--- config.mk ---
export PLATFORM = sky130hd
export DESIGN_NAME = stt_phase
export DESIGN_NICKNAME = d
export VERILOG_FILES = /design/src/rtl/stt_pkg.sv /design/src/rtl/stt_phase.sv
export SDC_FILE = /design/constraint.sdc
export NUM_CORES = 1
export LEC_CHECK = 0
export BUFFER_PORTS_ARGS = -buffer_cell sky130_fd_sc_hd__buf_2
export CAP_MARGIN = 15
export CORE_UTILIZATION = 50
export CTS_BUF_LIST = sky130_fd_sc_hd__clkbuf_8
export DETAILED_ROUTE_END_ITERATION = 10
export PLACE_DENSITY = 0.73
export SLEW_MARGIN = 20
export SYNTH_ARGS = -nofsm -noshare
export SYNTH_HDL_FRONTEND = slang
export SYNTH_SLANG_ARGS = --single-unit
export TNS_END_PERCENT = 50
--- constraint.sdc ---
create_clock -name clock -period 2.9 [get_ports clock]
set_input_delay 0.145 -clock clock [delete_from_list [all_inputs] [get_ports clock]]
set_output_delay 0.145 -clock clock [all_outputs]
set_load 0.01 [all_outputs]
--- src/rtl/stt_pkg.sv ---
// Shared types, constants and the sine table builder for the test tone generator.
// No dependencies; every module of the block imports this package.
package stt_pkg;

   localparam int unsigned FRAME_RATE_DEF   = 16000;
   localparam int unsigned SINE_ENTRIES_DEF = 1024;

   localparam int unsigned FIELD_W  = 16;
   localparam int unsigned VOL_W    = 7;
   localparam int unsigned AMP_W    = 14;
   localparam int unsigned SAMPLE_W = 15;
   localparam int unsigned PHASE_W  = 32;
   localparam int unsigned FRAMES_W = 20;
   localparam int unsigned PROD_W   = 20;

   localparam logic [VOL_W-1:0] VOL_MAX   = 7'd100;
   localparam logic [VOL_W-1:0] VOL_RESET = 7'd100;

   // configuration register indexes
   localparam logic CSR_VOLUME = 1'b0;
   localparam logic CSR_ENABLE = 1'b1;

   // item opcodes
   localparam logic OP_START = 1'b0;
   localparam logic OP_TICK  = 1'b1;

   localparam logic [63:0] PI_Q31 = 64'd6746518852;
   localparam logic [63:0] TONE_AMPLITUDE = 64'd10000;
   localparam logic [63:0] TONE_HALF      = TONE_AMPLITUDE / 64'd2;

   // frames = x / 1000 by reciprocal, exact for x below the saturation limit
   localparam logic [31:0]  FRAME_LIMIT = 32'd1048576000;
   localparam logic [30:0]  FRAME_RECIP = 31'd1099511628;
   localparam int unsigned  FRAME_SHIFT = 40;

   // p / 100 by reciprocal, exact for p below 2^20
   localparam logic [20:0]  PCT_RECIP = 21'd1342178;
   localparam int unsigned  PCT_SHIFT = 27;

   // Taylor term divisors (2k)(2k+1) by reciprocal, ceil(2^48 / divisor), k = 19 down to 1;
   // exact for dividends below 2^34
   localparam int unsigned TAYLOR_SHIFT = 48;
   localparam logic [63:0] TAYLOR_ONE   = 64'd1 << TAYLOR_SHIFT;
   localparam logic [19:1][63:0] TAYLOR_RECIP = {
      TAYLOR_ONE / 64'd1482 + 64'd1, TAYLOR_ONE / 64'd1332 + 64'd1,
      TAYLOR_ONE / 64'd1190 + 64'd1, TAYLOR_ONE / 64'd1056 + 64'd1,
      TAYLOR_ONE / 64'd930 + 64'd1,  TAYLOR_ONE / 64'd812 + 64'd1,
      TAYLOR_ONE / 64'd702 + 64'd1,  TAYLOR_ONE / 64'd600 + 64'd1,
      TAYLOR_ONE / 64'd506 + 64'd1,  TAYLOR_ONE / 64'd420 + 64'd1,
      TAYLOR_ONE / 64'd342 + 64'd1,  TAYLOR_ONE / 64'd272 + 64'd1,
      TAYLOR_ONE / 64'd210 + 64'd1,  TAYLOR_ONE / 64'd156 + 64'd1,
      TAYLOR_ONE / 64'd110 + 64'd1,  TAYLOR_ONE / 64'd72 + 64'd1,
      TAYLOR_ONE / 64'd42 + 64'd1,   TAYLOR_ONE / 64'd20 + 64'd1,
      TAYLOR_ONE / 64'd6 + 64'd1
   };

   typedef struct packed {
      logic                valid;
      logic                tick;
      logic                load;
      logic [PHASE_W-1:0]  inc;
      logic [FRAMES_W-1:0] frames;
   } setup_type;

   typedef struct packed {
      logic valid;
      logic active;
      logic last_frame;
      logic neg;
   } ctrl_type;

   // floor(10000 * sin(num/den * pi/2)) in Q31, Taylor series; elaboration only.
   // den is a power of two.
   function automatic logic [AMP_W-1:0] quarter_sine(input logic [63:0] num,
                                                     input logic [63:0] den);
      logic [63:0]        theta;
      logic [63:0]        term;
      logic [63:0]        t2;
      logic [63:0]        k;
      logic [63:0]        res;
      logic [127:0]       quot_wide;
      logic signed [63:0] sum;
      if (num == 64'd0) begin
         return '0;
      end
      if (num >= den) begin
         return AMP_W'(TONE_AMPLITUDE);
      end
      if (64'd3 * num == den) begin
         return AMP_W'(TONE_HALF);
      end
      theta = (num * PI_Q31) >> ($clog2(den) + 1);
      t2    = (theta * theta) >> 31;
      term  = theta;
      sum   = signed'(theta);
      for (k = 64'd1; k < 64'd20 && term != 64'd0; k++) begin
         quot_wide = 128'((term * t2) >> 31) * 128'(TAYLOR_RECIP[k[4:0]]);
         term      = quot_wide[TAYLOR_SHIFT +: 64];
         if (k[0]) begin
            sum = sum - signed'(term);
         end else begin
            sum = sum + signed'(term);
         end
      end
      if (sum < 0) begin
         sum = '0;
      end
      res = (unsigned'(sum) * TONE_AMPLITUDE) >> 31;
      return res[AMP_W-1:0];
   endfunction

endpackage

--- src/rtl/stt_phase.sv ---
// Tone state (phase accumulator, phase step, frames left) and table address.
// Depends on stt_pkg.
module stt_phase import stt_pkg::*; #(
   parameter int unsigned SINE_ENTRIES = SINE_ENTRIES_DEF,
   parameter int unsigned ADDR_W       = $clog2(SINE_ENTRIES / 4 + 1)
) (
   input  logic              clock,
   input  logic              reset,
   input  logic              advance,
   input  setup_type         s2,
   output ctrl_type          s3_ctrl_ff,
   output logic [ADDR_W-1:0] s3_addr_ff
);

   localparam int unsigned IDX_W   = $clog2(SINE_ENTRIES);
   localparam int unsigned J_W     = IDX_W - 2;
   localparam int unsigned QUARTER = SINE_ENTRIES / 4;

   logic [PHASE_W-1:0]  phase_ff, inc_ff;
   logic [FRAMES_W-1:0] frames_ff;
   logic [J_W-1:0]      quarter_idx;
   logic [ADDR_W-1:0]   s3_addr_in;
   ctrl_type            s3_ctrl_in;

   // top bits of the phase: quadrant, then position inside the quadrant
   assign quarter_idx = phase_ff[PHASE_W-3 -: J_W];

   always_comb begin
      if (phase_ff[PHASE_W-2]) begin
         s3_addr_in = ADDR_W'(QUARTER) - ADDR_W'(quarter_idx);
      end else begin
         s3_addr_in = ADDR_W'(quarter_idx);
      end
      s3_ctrl_in.valid      = s2.valid && s2.tick;
      s3_ctrl_in.active     = (frames_ff != '0);
      s3_ctrl_in.last_frame = (frames_ff == FRAMES_W'(1));
      s3_ctrl_in.neg        = phase_ff[PHASE_W-1];
   end

   always_ff @(posedge clock) begin
      if (reset) begin
         phase_ff   <= '0;
         inc_ff     <= '0;
         frames_ff  <= '0;
         s3_ctrl_ff <= '0;
      end else if (advance) begin
         s3_ctrl_ff <= s3_ctrl_in;
         if (s2.valid && s2.load) begin
            phase_ff  <= '0;
            inc_ff    <= s2.inc;
            frames_ff <= s2.frames;
         end else if (s2.valid && s2.tick && (frames_ff != '0)) begin
            phase_ff  <= phase_ff + inc_ff;
            frames_ff <= frames_ff - FRAMES_W'(1);
         end
      end
   end

   always_ff @(posedge clock) begin
      if (advance) begin
         s3_addr_ff <= s3_addr_in;
      end
   end

endmodule

==> results_dict.tcl <==
set metrics [dict create \
    drc 0 \
    ant_nets 0 \
    synth_top_area_share_pct 31.6 \
    cts_htree_levels 3 \
    overflow 0 \
    slowest_delay_ns 0.39 \
    hpwl_mm 9.58 \
    layout-drive-gt1-share_pct 16.6 \
    clk_pin_slew_ns 0.10 \
    path_class "reg -> reg" \
    mostFrequentLayoutCells "nand2_1 (129), dfxtp_1 (88), a21oi_1 (81)" \
    floorplan.initialDensity_pct 51.4 \
    fin_total_pwr_mw 3.01 \
    slowest_stage "or3_1" \
    synth_async_sr_flop_share_pct 0 \
    areaGrowthSynthToFinish_pct 18.6 \
    worst_pin_slew_ns 0.793 \
    max_slew_margin_pct 46.7 \
    n_fill_cell 959 \
    arrival_ns 3.05 \
    cpMostUsedCell "or3_1" \
    die_area_um2 11600 \
    worst-path-max-fanout 7 \
    die_w_um 108 \
    tritoncts "done" \
    drt-initial-drc-count 389 \
    ir_drop_mv 0.353 \
    final_common_cell "nand2_1" \
    final_max_slew_viol_count 0 \
    crit_buf_inv 0 \
    tns_ns 0 \
    placed_area_um2 6060 \
    coreArea_um2 10800 \
    setup_ws_ns 0.158 \
    fin_area_um2 6610 \
    synth.area.top_cells "dfxtp_1 (32%), nand2_1 (8.7%), ha_1 (7.9%)" \
    fmax_mhz 365 \
    cts.sinks 97 \
    fin_crit_ns 2.74 \
    postSynthAreaPerCell_um2 8.04 \
    syn_nets 787 \
    synth-seq-cells 97 \
    status "finished clean" \
    cp-start-kind "register" \
    clk_latency_ns 0.38 \
    cap_violations 0 \
    dr_total_vias 5300 \
    netlist_area_um2 5570 \
    netlist_instances 693 \
    yosys_most_used_dff "dfxtp_1" \
    cts_buffers 9 \
    cp_top_family "compound AO/OA/AOI/OAI gates" \
    worstPathRequired_ns 3.21 \
    post-synth-top-area-cell "dfxtp_1" \
    post_cts_buffers 0 \
    clock_path_buffers 2 \
    synth-seq-area-share_pct 36.5 \
    num_io_pins 71 \
    synth_cell_types 70 \
    fin_skew_ns 0.0164 \
    drt_pass1_iterations 5 \
    antenna_cells 0 \
    rsz0062_at_grt "no" \
    synth_enable_flop_cells 9 \
    power_density_nw_per_um2 455 \
    grtUsageTotal_pct 24.5 \
    ys_warn_count 0 \
    p_leak_nw 2.86 \
    min_path_type "in -> reg" \
    globalplace.congestion 0.883 \
    wire_per_inst_um 14.6 \
    die_height_um 108 \
    antenna_found_initial 0 \
    finalHoldViolations 0 \
    grt_pass1_vias 5010 \
    numPortBuffers 70 \
    clk_root_buffer_cell "clkbuf_8" \
    setup_viol 0 \
    std_cell_rows 38 \
    grt_max_degree 56 \
    cp-end-kind "register" \
    drt-total-wl_mm 13.5 \
    place_ws_ns 0.0647 \
    viasPerCell 5.71 \
    fin_crit_sh_pct 94.5 \
    nets 878 \
    crit_path_cell_trace "ha_2 > a21oi_4 > o21ai_2 > a2111oi_4 > o41ai_2 > or3_1 > and4b_4 > or3_1 > o211ai_1" \
    grt_pass1_wl_mm 22.4 \
]
routing by layer:
layer	routed length, µm	part of all wire [%]	up-vias	track usage (%)
met5	0	0	-	0
met4	414	3.1	0	11.3
met3	585	4.3	30	4.90
met2	6590	49	147	42.7
met1	5950	44	2454	28.7
li1	-	-	2669	-
report_power, final:
| part | total (mW) | leakage [nW] | switching, mW | internal [mW] |
|---|---|---|---|---|
| logic | 0.543 | 1.94 | 0.322 | 0.221 |
| clock network | 1.01 | 0.117 | 0.483 | 0.532 |
| registers | 1.45 | 0.807 | 0.0483 | 1.40 |
cells by family (layout without fill, tap and decap cells):
family                   count (synthesis)  in the layout  synth area share (%)
XOR/XNOR                                27             27                  4.24
AND/OR/NAND/NOR                        257            257                  20.7
buffers and inverters                   52            148                  4.20
flip-flops                              97             97                  36.5
adder cells (fa/ha/maj)                 36             36                  8.22
AO/OA/AOI/OAI                          223            223                  26.0
multiplexers                             1              1                 0.180
stage by stage:
step	std cells	utilization, %	hold WS [ns]
floorplan	693	-	0.257
global placement	883	55.9	0.386
detailed placement	883	55.9	0.392
CTS	929	60.8	0.00744
global route	929	61.0	0.0186
finish	929	61.0	0.0206
worst min-delay path: cells and delay by family:
kind	cells	cell delay, ns
AO/OA/AOI/OAI	1	0.06
buffers and inverters	1	0.10
AND/OR/NAND/NOR	1	0.06
worst paths after layout:
path / depth (start not counted) / from / to / slack (ns)
setup / recovery: 9 / phase_ff[16] / phase_ff[31] / 0.16
hold reg to reg: 2 / phase_ff[12] / phase_ff[12] / 0.46
hold / removal: 3 / s2[40] / inc_ff[20] / 0.02
setup reg to reg: 9 / phase_ff[16] / phase_ff[31] / 0.16
final cells by class:
type	instances	area (µm²)	share of cell area, %
multi-input combinational	544	3330	50.4
sequential	97	2030	30.7
timing repair buffer	115	776	11.7
tap	140	175	2.65
clock buffer	11	151	2.29
clock inverter	5	80.1	1.21
inverter	17	63.8	0.965
cells in the mapped netlist, types with 12 or more instances:
| cell | n |
|---|---|
| nand2_1 | 129 |
| dfxtp_1 | 88 |
| a21oi_1 | 81 |
| nor2_1 | 55 |
| o21ai_0 | 45 |
| ha_1 | 35 |
| clkbuf_1 | 22 |
| nand3_1 | 18 |
| inv_1 | 17 |
| a22oi_1 | 14 |
| xnor2_1 | 14 |
| xor2_1 | 13 |
| a211oi_1 | 12 |
| a21o_1 | 12 |
| nor3_1 | 12 |
timing repair:
action                                 in CTS  in global routing
setup endpoints to repair                   0                  9
gates resized for setup                     0                  7
endpoints found under the hold margin      30                  0
hold buffers                               30                  0
sequential cells by signal (all words and copies together), names as in the netlist:
name	count
s3_addr_ff	9
phase_ff	32
frames_ff	20
s3_ctrl_ff	4
inc_ff	32
Note: power is estimated with default switching activity, not from simulation.
