$ cat src/rtl/stt_pkg.sv
// Shared types, constants and the sine table builder for the test tone generator.
// No dependencies; every module of the block imports this package.
package stt_pkg;

   localparam int unsigned FRAME_RATE_DEF   = 16000;
   localparam int unsigned SINE_ENTRIES_DEF = 1024;

   localparam int unsigned FIELD_W  = 16;
   localparam int unsigned VOL_W    = 7;
   localparam int unsigned AMP_W    = 14;
   localparam int unsigned SAMPLE_W = 15;
   localparam int unsigned PHASE_W  = 32;
   localparam int unsigned FRAMES_W = 20;
   localparam int unsigned PROD_W   = 20;

   localparam logic [VOL_W-1:0] VOL_MAX   = 7'd100;
   localparam logic [VOL_W-1:0] VOL_RESET = 7'd100;

   // configuration register indexes
   localparam logic CSR_VOLUME = 1'b0;
   localparam logic CSR_ENABLE = 1'b1;

   // item opcodes
   localparam logic OP_START = 1'b0;
   localparam logic OP_TICK  = 1'b1;

   localparam logic [63:0] PI_Q31 = 64'd6746518852;
   localparam logic [63:0] TONE_AMPLITUDE = 64'd10000;
   localparam logic [63:0] TONE_HALF      = TONE_AMPLITUDE / 64'd2;

   // frames = x / 1000 by reciprocal, exact for x below the saturation limit
   localparam logic [31:0]  FRAME_LIMIT = 32'd1048576000;
   localparam logic [30:0]  FRAME_RECIP = 31'd1099511628;
   localparam int unsigned  FRAME_SHIFT = 40;

   // p / 100 by reciprocal, exact for p below 2^20
   localparam logic [20:0]  PCT_RECIP = 21'd1342178;
   localparam int unsigned  PCT_SHIFT = 27;

   // Taylor term divisors (2k)(2k+1) by reciprocal, ceil(2^48 / divisor), k = 19 down to 1;
   // exact for dividends below 2^34
   localparam int unsigned TAYLOR_SHIFT = 48;
   localparam logic [63:0] TAYLOR_ONE   = 64'd1 << TAYLOR_SHIFT;
   localparam logic [19:1][63:0] TAYLOR_RECIP = {
      TAYLOR_ONE / 64'd1482 + 64'd1, TAYLOR_ONE / 64'd1332 + 64'd1,
      TAYLOR_ONE / 64'd1190 + 64'd1, TAYLOR_ONE / 64'd1056 + 64'd1,
      TAYLOR_ONE / 64'd930 + 64'd1,  TAYLOR_ONE / 64'd812 + 64'd1,
      TAYLOR_ONE / 64'd702 + 64'd1,  TAYLOR_ONE / 64'd600 + 64'd1,
      TAYLOR_ONE / 64'd506 + 64'd1,  TAYLOR_ONE / 64'd420 + 64'd1,
      TAYLOR_ONE / 64'd342 + 64'd1,  TAYLOR_ONE / 64'd272 + 64'd1,
      TAYLOR_ONE / 64'd210 + 64'd1,  TAYLOR_ONE / 64'd156 + 64'd1,
      TAYLOR_ONE / 64'd110 + 64'd1,  TAYLOR_ONE / 64'd72 + 64'd1,
      TAYLOR_ONE / 64'd42 + 64'd1,   TAYLOR_ONE / 64'd20 + 64'd1,
      TAYLOR_ONE / 64'd6 + 64'd1
   };

   typedef struct packed {
      logic                valid;
      logic                tick;
      logic                load;
      logic [PHASE_W-1:0]  inc;
      logic [FRAMES_W-1:0] frames;
   } setup_type;

   typedef struct packed {
      logic valid;
      logic active;
      logic last_frame;
      logic neg;
   } ctrl_type;

   // floor(10000 * sin(num/den * pi/2)) in Q31, Taylor series; elaboration only.
   // den is a power of two.
   function automatic logic [AMP_W-1:0] quarter_sine(input logic [63:0] num,
                                                     input logic [63:0] den);
      logic [63:0]        theta;
      logic [63:0]        term;
      logic [63:0]        t2;
      logic [63:0]        k;
      logic [63:0]        res;
      logic [127:0]       quot_wide;
      logic signed [63:0] sum;
      if (num == 64'd0) begin
         return '0;
      end
      if (num >= den) begin
         return AMP_W'(TONE_AMPLITUDE);
      end
      if (64'd3 * num == den) begin
         return AMP_W'(TONE_HALF);
      end
      theta = (num * PI_Q31) >> ($clog2(den) + 1);
      t2    = (theta * theta) >> 31;
      term  = theta;
      sum   = signed'(theta);
      for (k = 64'd1; k < 64'd20 && term != 64'd0; k++) begin
         quot_wide = 128'((term * t2) >> 31) * 128'(TAYLOR_RECIP[k[4:0]]);
         term      = quot_wide[TAYLOR_SHIFT +: 64];
         if (k[0]) begin
            sum = sum - signed'(term);
         end else begin
            sum = sum + signed'(term);
         end
      end
      if (sum < 0) begin
         sum = '0;
      end
      res = (unsigned'(sum) * TONE_AMPLITUDE) >> 31;
      return res[AMP_W-1:0];
   endfunction

endpackage

$ cat src/rtl/stt_scale.sv
// Volume scaling (multiply, then divide by 100 by reciprocal) and result register.
// Depends on stt_pkg.
module stt_scale import stt_pkg::*; (
   input  logic                       clock,
   input  logic                       reset,
   input  logic                       advance,
   input  ctrl_type                   s3_ctrl,
   input  logic [AMP_W-1:0]           mag,
   input  logic [VOL_W-1:0]           volume,
   output logic                       out_valid_ff,
   output logic signed [SAMPLE_W-1:0] out_sample_ff,
   output logic                       out_active_ff,
   output logic                       out_last_ff
);

   ctrl_type                    c4_ff, c5_ff;
   logic [PROD_W-1:0]           prod_ff, prod_in;
   logic [40:0]                 quot_full;
   logic [AMP_W-1:0]            quot;
   logic signed [SAMPLE_W-1:0]  pos;
   logic signed [SAMPLE_W-1:0]  out_sample_in;

   assign prod_in   = PROD_W'((AMP_W+VOL_W)'(mag) * (AMP_W+VOL_W)'(volume));
   assign quot_full = 41'(prod_ff) * 41'(PCT_RECIP);
   assign quot      = quot_full[PCT_SHIFT+AMP_W-1:PCT_SHIFT];
   assign pos       = signed'({1'b0, quot});

   // truncate toward zero: scale the magnitude, restore the sign after
   always_comb begin
      if (!c5_ff.active) begin
         out_sample_in = '0;
      end else if (c5_ff.neg) begin
         out_sample_in = -pos;
      end else begin
         out_sample_in = pos;
      end
   end

   always_ff @(posedge clock) begin
      if (reset) begin
         c4_ff         <= '0;
         c5_ff         <= '0;
         out_valid_ff  <= 1'b0;
         out_active_ff <= 1'b0;
         out_last_ff   <= 1'b0;
      end else if (advance) begin
         c4_ff         <= s3_ctrl;
         c5_ff         <= c4_ff;
         out_valid_ff  <= c5_ff.valid;
         out_active_ff <= c5_ff.active;
         out_last_ff   <= c5_ff.active && c5_ff.last_frame;
      end
   end

   always_ff @(posedge clock) begin
      if (advance) begin
         prod_ff       <= prod_in;
         out_sample_ff <= out_sample_in;
      end
   end

endmodule

$ cat config.mk
export PLATFORM = sky130hd
export DESIGN_NAME = stt_scale
export DESIGN_NICKNAME = d
export VERILOG_FILES = /design/src/rtl/stt_pkg.sv /design/src/rtl/stt_scale.sv
export SDC_FILE = /design/constraint.sdc
export NUM_CORES = 1
export LEC_CHECK = 0
export ABC_CLOCK_PERIOD_IN_PS = 17200
export BUFFER_PORTS_ARGS = -buffer_cell sky130_fd_sc_hd__buf_2
export CAP_MARGIN = 20
export CORE_MARGIN = 2
export CORE_UTILIZATION = 35
export DETAILED_ROUTE_END_ITERATION = 8
export PLACE_DENSITY = 0.5
export SYNTH_ARGS = -nofsm -noshare
export SYNTH_HDL_FRONTEND = slang
export SYNTH_SLANG_ARGS = --single-unit
$ cat constraint.sdc
create_clock -name clock -period 17.2 [get_ports clock]
set_input_delay 1.72 -clock clock [delete_from_list [all_inputs] [get_ports clock]]
set_output_delay 1.72 -clock clock [all_outputs]
set_load 0.01 [all_outputs]
==> reports/qor.yml <==
run_status:
  run_status: "complete, no violations"
place:
  placement.io_buffers: 45
  dpl.hpwl_um: 24100
  placedCellCount: 1797
  gp_congestion: 0.820
  placedInstanceArea_um2: 13400
grt:
  grt_first_pass_wirelength_um: 46600
  grt_overflow: 0
  antenna_violations_before_repair: 0
  grt_pass1_vias: 9079
  grt_use_total: 0.152
  maximum_number_of_pins_on_one_net_before_global_route_repair: 48
logic_synthesis:
  postSynthCellCount: 1305
  synth_largest_type_area_fraction: 0.320
  synth_top_family_by_area: "adder cells"
  avgSynthCellArea_um2: 9.68
  ys_dominant_reg_cell: "sky130_fd_sc_hd__edfxtp_1"
  synth.ff_latch_count: 46
  synth-edff-count: 35
  synth-compound-area-share: 0.0814
  muxShareOfSynthArea: 0.0137
  post_synth_fa_ha_maj_area_fraction: 0.576
  synth-simple-area-share: 0.0970
  synth_xor_xnor_area_share: 0.0263
  syn-cell-area_um2: 12600
  post_synth_num_cell_types: 65
  sequential_to_total_area_share_from_yosys_stat: 0.101
  synth.largest_area_cell: "sky130_fd_sc_hd__fa_1"
  synth.net_count: 1794
  synthesis.yosys.warnings: 0
  ys_top_cells_by_area: "sky130_fd_sc_hd__fa_1 (32%), sky130_fd_sc_hd__ha_1 (26%), sky130_fd_sc_hd__inv_1 (10%), sky130_fd_sc_hd__edfxtp_1 (8.3%), sky130_fd_sc_hd__and2_1 (2.7%)"
  async_reset_ff_frac: 0
floorplanning:
  row_count: 69
  initial_core_util: 0.355
  die-height_um: 194
  die_width_um: 194
  coreArea_um2: 35600
  floorplan.io_pins: 46
  die-area_um2: 37600
setup_path:
  worst-endpoint-arrival_ns: 8.09
  cp-endpoint: "out_sample_ff[10]$_SDFFCE_PN0P_"
  regToRegSetupSlack_ns: 9.26
  critical_path.max_fanout: 9
  cp_slowest_cell: "sky130_fd_sc_hd__edfxtp_1"
  reg2reg_depth: 23
  cp_slowest_stage_delay_ns: 0.67
  r2r_start: "prod_ff[10]$_DFFE_PP_"
  critical_path.reg2reg.endpoint: "out_sample_ff[10]$_SDFFCE_PN0P_"
  timing.critical_path.from_type: "register"
  ordered_list_of_cells_on_the_worst_path: "ha_1 -> inv_1 -> fa_1 -> fa_1 -> fa_1 -> inv_1 -> fa_1 -> fa_1 -> inv_1 -> fa_1 -> inv_1 -> ha_1 -> nand3_1 -> nor3_1 -> o2111ai_1 -> o211ai_1 -> a31oi_1 -> o211ai_1 -> ha_1 -> nand4_1 -> or3_1 -> a211oi_1 -> mux2i_1"
  setup.worst_path.end_class: "register"
  cp_common_cell: "sky130_fd_sc_hd__fa_1"
  criticalPathCategory: "register to register"
  critical_path_required_ns: 17.35
  crit_path_start: "prod_ff[10]$_DFFE_PP_"
cts:
  cts_buf_count: 5
  clk_transition_reported_paths_ns: 0.07
  cts_buffer_depth: 2
  cts_hold_repair.buffers: 0
  tritoncts: "done"
  post_cts_resize_count: 0
  cts.sink_count: 46
  h-tree-depth: 2
  clkLatencyLatePin_ns: 0.30
  post_cts_buffers: 0
  clock-root-buffer: "sky130_fd_sc_hd__clkbuf_16"
sta:
  final-max-slew-violation-count: 0
  setup-violations-final: 0
  finalHoldViolations: 0
  fin_crit_sh: 0.461
  setup-tns-final_ns: 0
  max_slew.worst_pin.slew_ns: 0.822
  grt_setup_unrepaired: "false"
  final_period_minus_worst_setup_slack_ns: 7.94
  achievable-frequency_mhz: 126
  skew_ns: 0.00920
  slew-limit-headroom: 0.447
final_layout:
  instances_no_fill: 1805
  syn_to_final_growth_pct: 7.48
  post_route_core_utilization: 0.382
  layout-drive-gt1-share: 0.0521
  nets: 1832
  filler_cell_count: 3677
  mostFrequentLayoutCell: "sky130_fd_sc_hd__inv_1"
  most-common-layout-cells: "sky130_fd_sc_hd__inv_1 (336), sky130_fd_sc_hd__ha_1 (259), sky130_fd_sc_hd__fa_1 (202)"
  n_antenna_cell: 0
  design_area_um2: 13600
detailed_routing:
  ant_nets: 0
  route.vias.total: 8684
  remaining_design_rule_violation_count: 0
  drt_wl_total_um: 27500
  post_drt_via_cell_ratio: 4.81
  detailedRoute.firstIterationViolations: 379
  wl_per_cell_um: 15.2
  drt_first_pass_iters: 5
min_path:
  hold_path_class: "register to register"
run:
  cap_violations: 0
-- cells in the mapped netlist, types with 13 or more instances --
cell                       instances
sky130_fd_sc_hd__a21o_1           16
sky130_fd_sc_hd__xnor2_1          26
sky130_fd_sc_hd__and2_1           54
sky130_fd_sc_hd__mux2i_1          15
sky130_fd_sc_hd__clkbuf_1         13
sky130_fd_sc_hd__nor2_1           40
sky130_fd_sc_hd__ha_1            259
sky130_fd_sc_hd__edfxtp_1         35
sky130_fd_sc_hd__inv_1           336
sky130_fd_sc_hd__nand2_1          87
sky130_fd_sc_hd__o21ai_0          18
sky130_fd_sc_hd__fa_1            202
sky130_fd_sc_hd__a21oi_1          38
-- logic make-up (layout without fill, tap and decap cells) --
family / count (synthesis) / count (layout)
xor+xnor: 38 / 38
buf+inv: 352 / 391
fa+ha+maj: 461 / 461
compound gates: 144 / 144
flops: 46 / 46
simple gates: 247 / 247
mux: 17 / 17
-- layout make-up --
type / instances / area (um^2) / share of cell area
clock buffer: 5 / 125 / 0.00921
clock inverter: 3 / 68.8 / 0.00507
inverter: 337 / 1260 / 0.0931
multi-input combinational: 907 / 10000 / 0.739
sequential: 46 / 1270 / 0.0936
tap: 461 / 577 / 0.0425
timing repair buffer: 46 / 233 / 0.0171
-- per-layer routing --
metal  share of wire  GRT usage
met1            0.50      0.226
met2            0.48      0.248
met3           0.018     0.0132
met4          0.0065     0.0194
met5               0          0
-- state kept, by name, indices dropped and copies added (netlist names) --
register / flops
out_last_ff: 1
c5_ff: 4
prod_ff: 20
out_active_ff: 1
out_valid_ff: 1
out_sample_ff: 15
c4_ff: 4
-- worst max-delay path: cells and delay by family, from the launching register on --
family | cells | cell delay, ns
fa+ha+maj | 9 | 4.23
buf+inv | 4 | 0.26
compound gates | 5 | 1.34
flops | 1 | 0.67
simple gates | 4 | 1.04
mux | 1 | 0.24
-- how the worst min path moves through the flow --
stage,startpoint,to,slack [ns],cells past startpoint
2_1_floorplan,c5_ff[1]$_SDFFE_PP0P_,out_last_ff$_SDFFE_PP0P_,0.46,2
5_1_grt,out_last_ff$_SDFFE_PP0P_,out_last_ff$_SDFFE_PP0P_,0.50,2
6_report,out_last_ff$_SDFFE_PP0P_,out_last_ff$_SDFFE_PP0P_,0.48,2
3_5_place_dp,out_last_ff$_SDFFE_PP0P_,out_last_ff$_SDFFE_PP0P_,0.47,2
4_1_cts,out_last_ff$_SDFFE_PP0P_,out_last_ff$_SDFFE_PP0P_,0.48,2
3_3_place_gp,out_last_ff$_SDFFE_PP0P_,out_last_ff$_SDFFE_PP0P_,0.46,2
-- per-stage QoR --
stage	hold WS (ns)	setup slack [ns]
2_1_floorplan	0.457	10.26
3_3_place_gp	0.464	9.30
3_5_place_dp	0.467	9.33
4_1_cts	0.481	9.26
5_1_grt	0.501	8.91
6_report	0.476	9.26
Power is left out: the tool's default activity adds up to more than one toggle a clock period on the data nets, which glitch-free logic cannot reach.
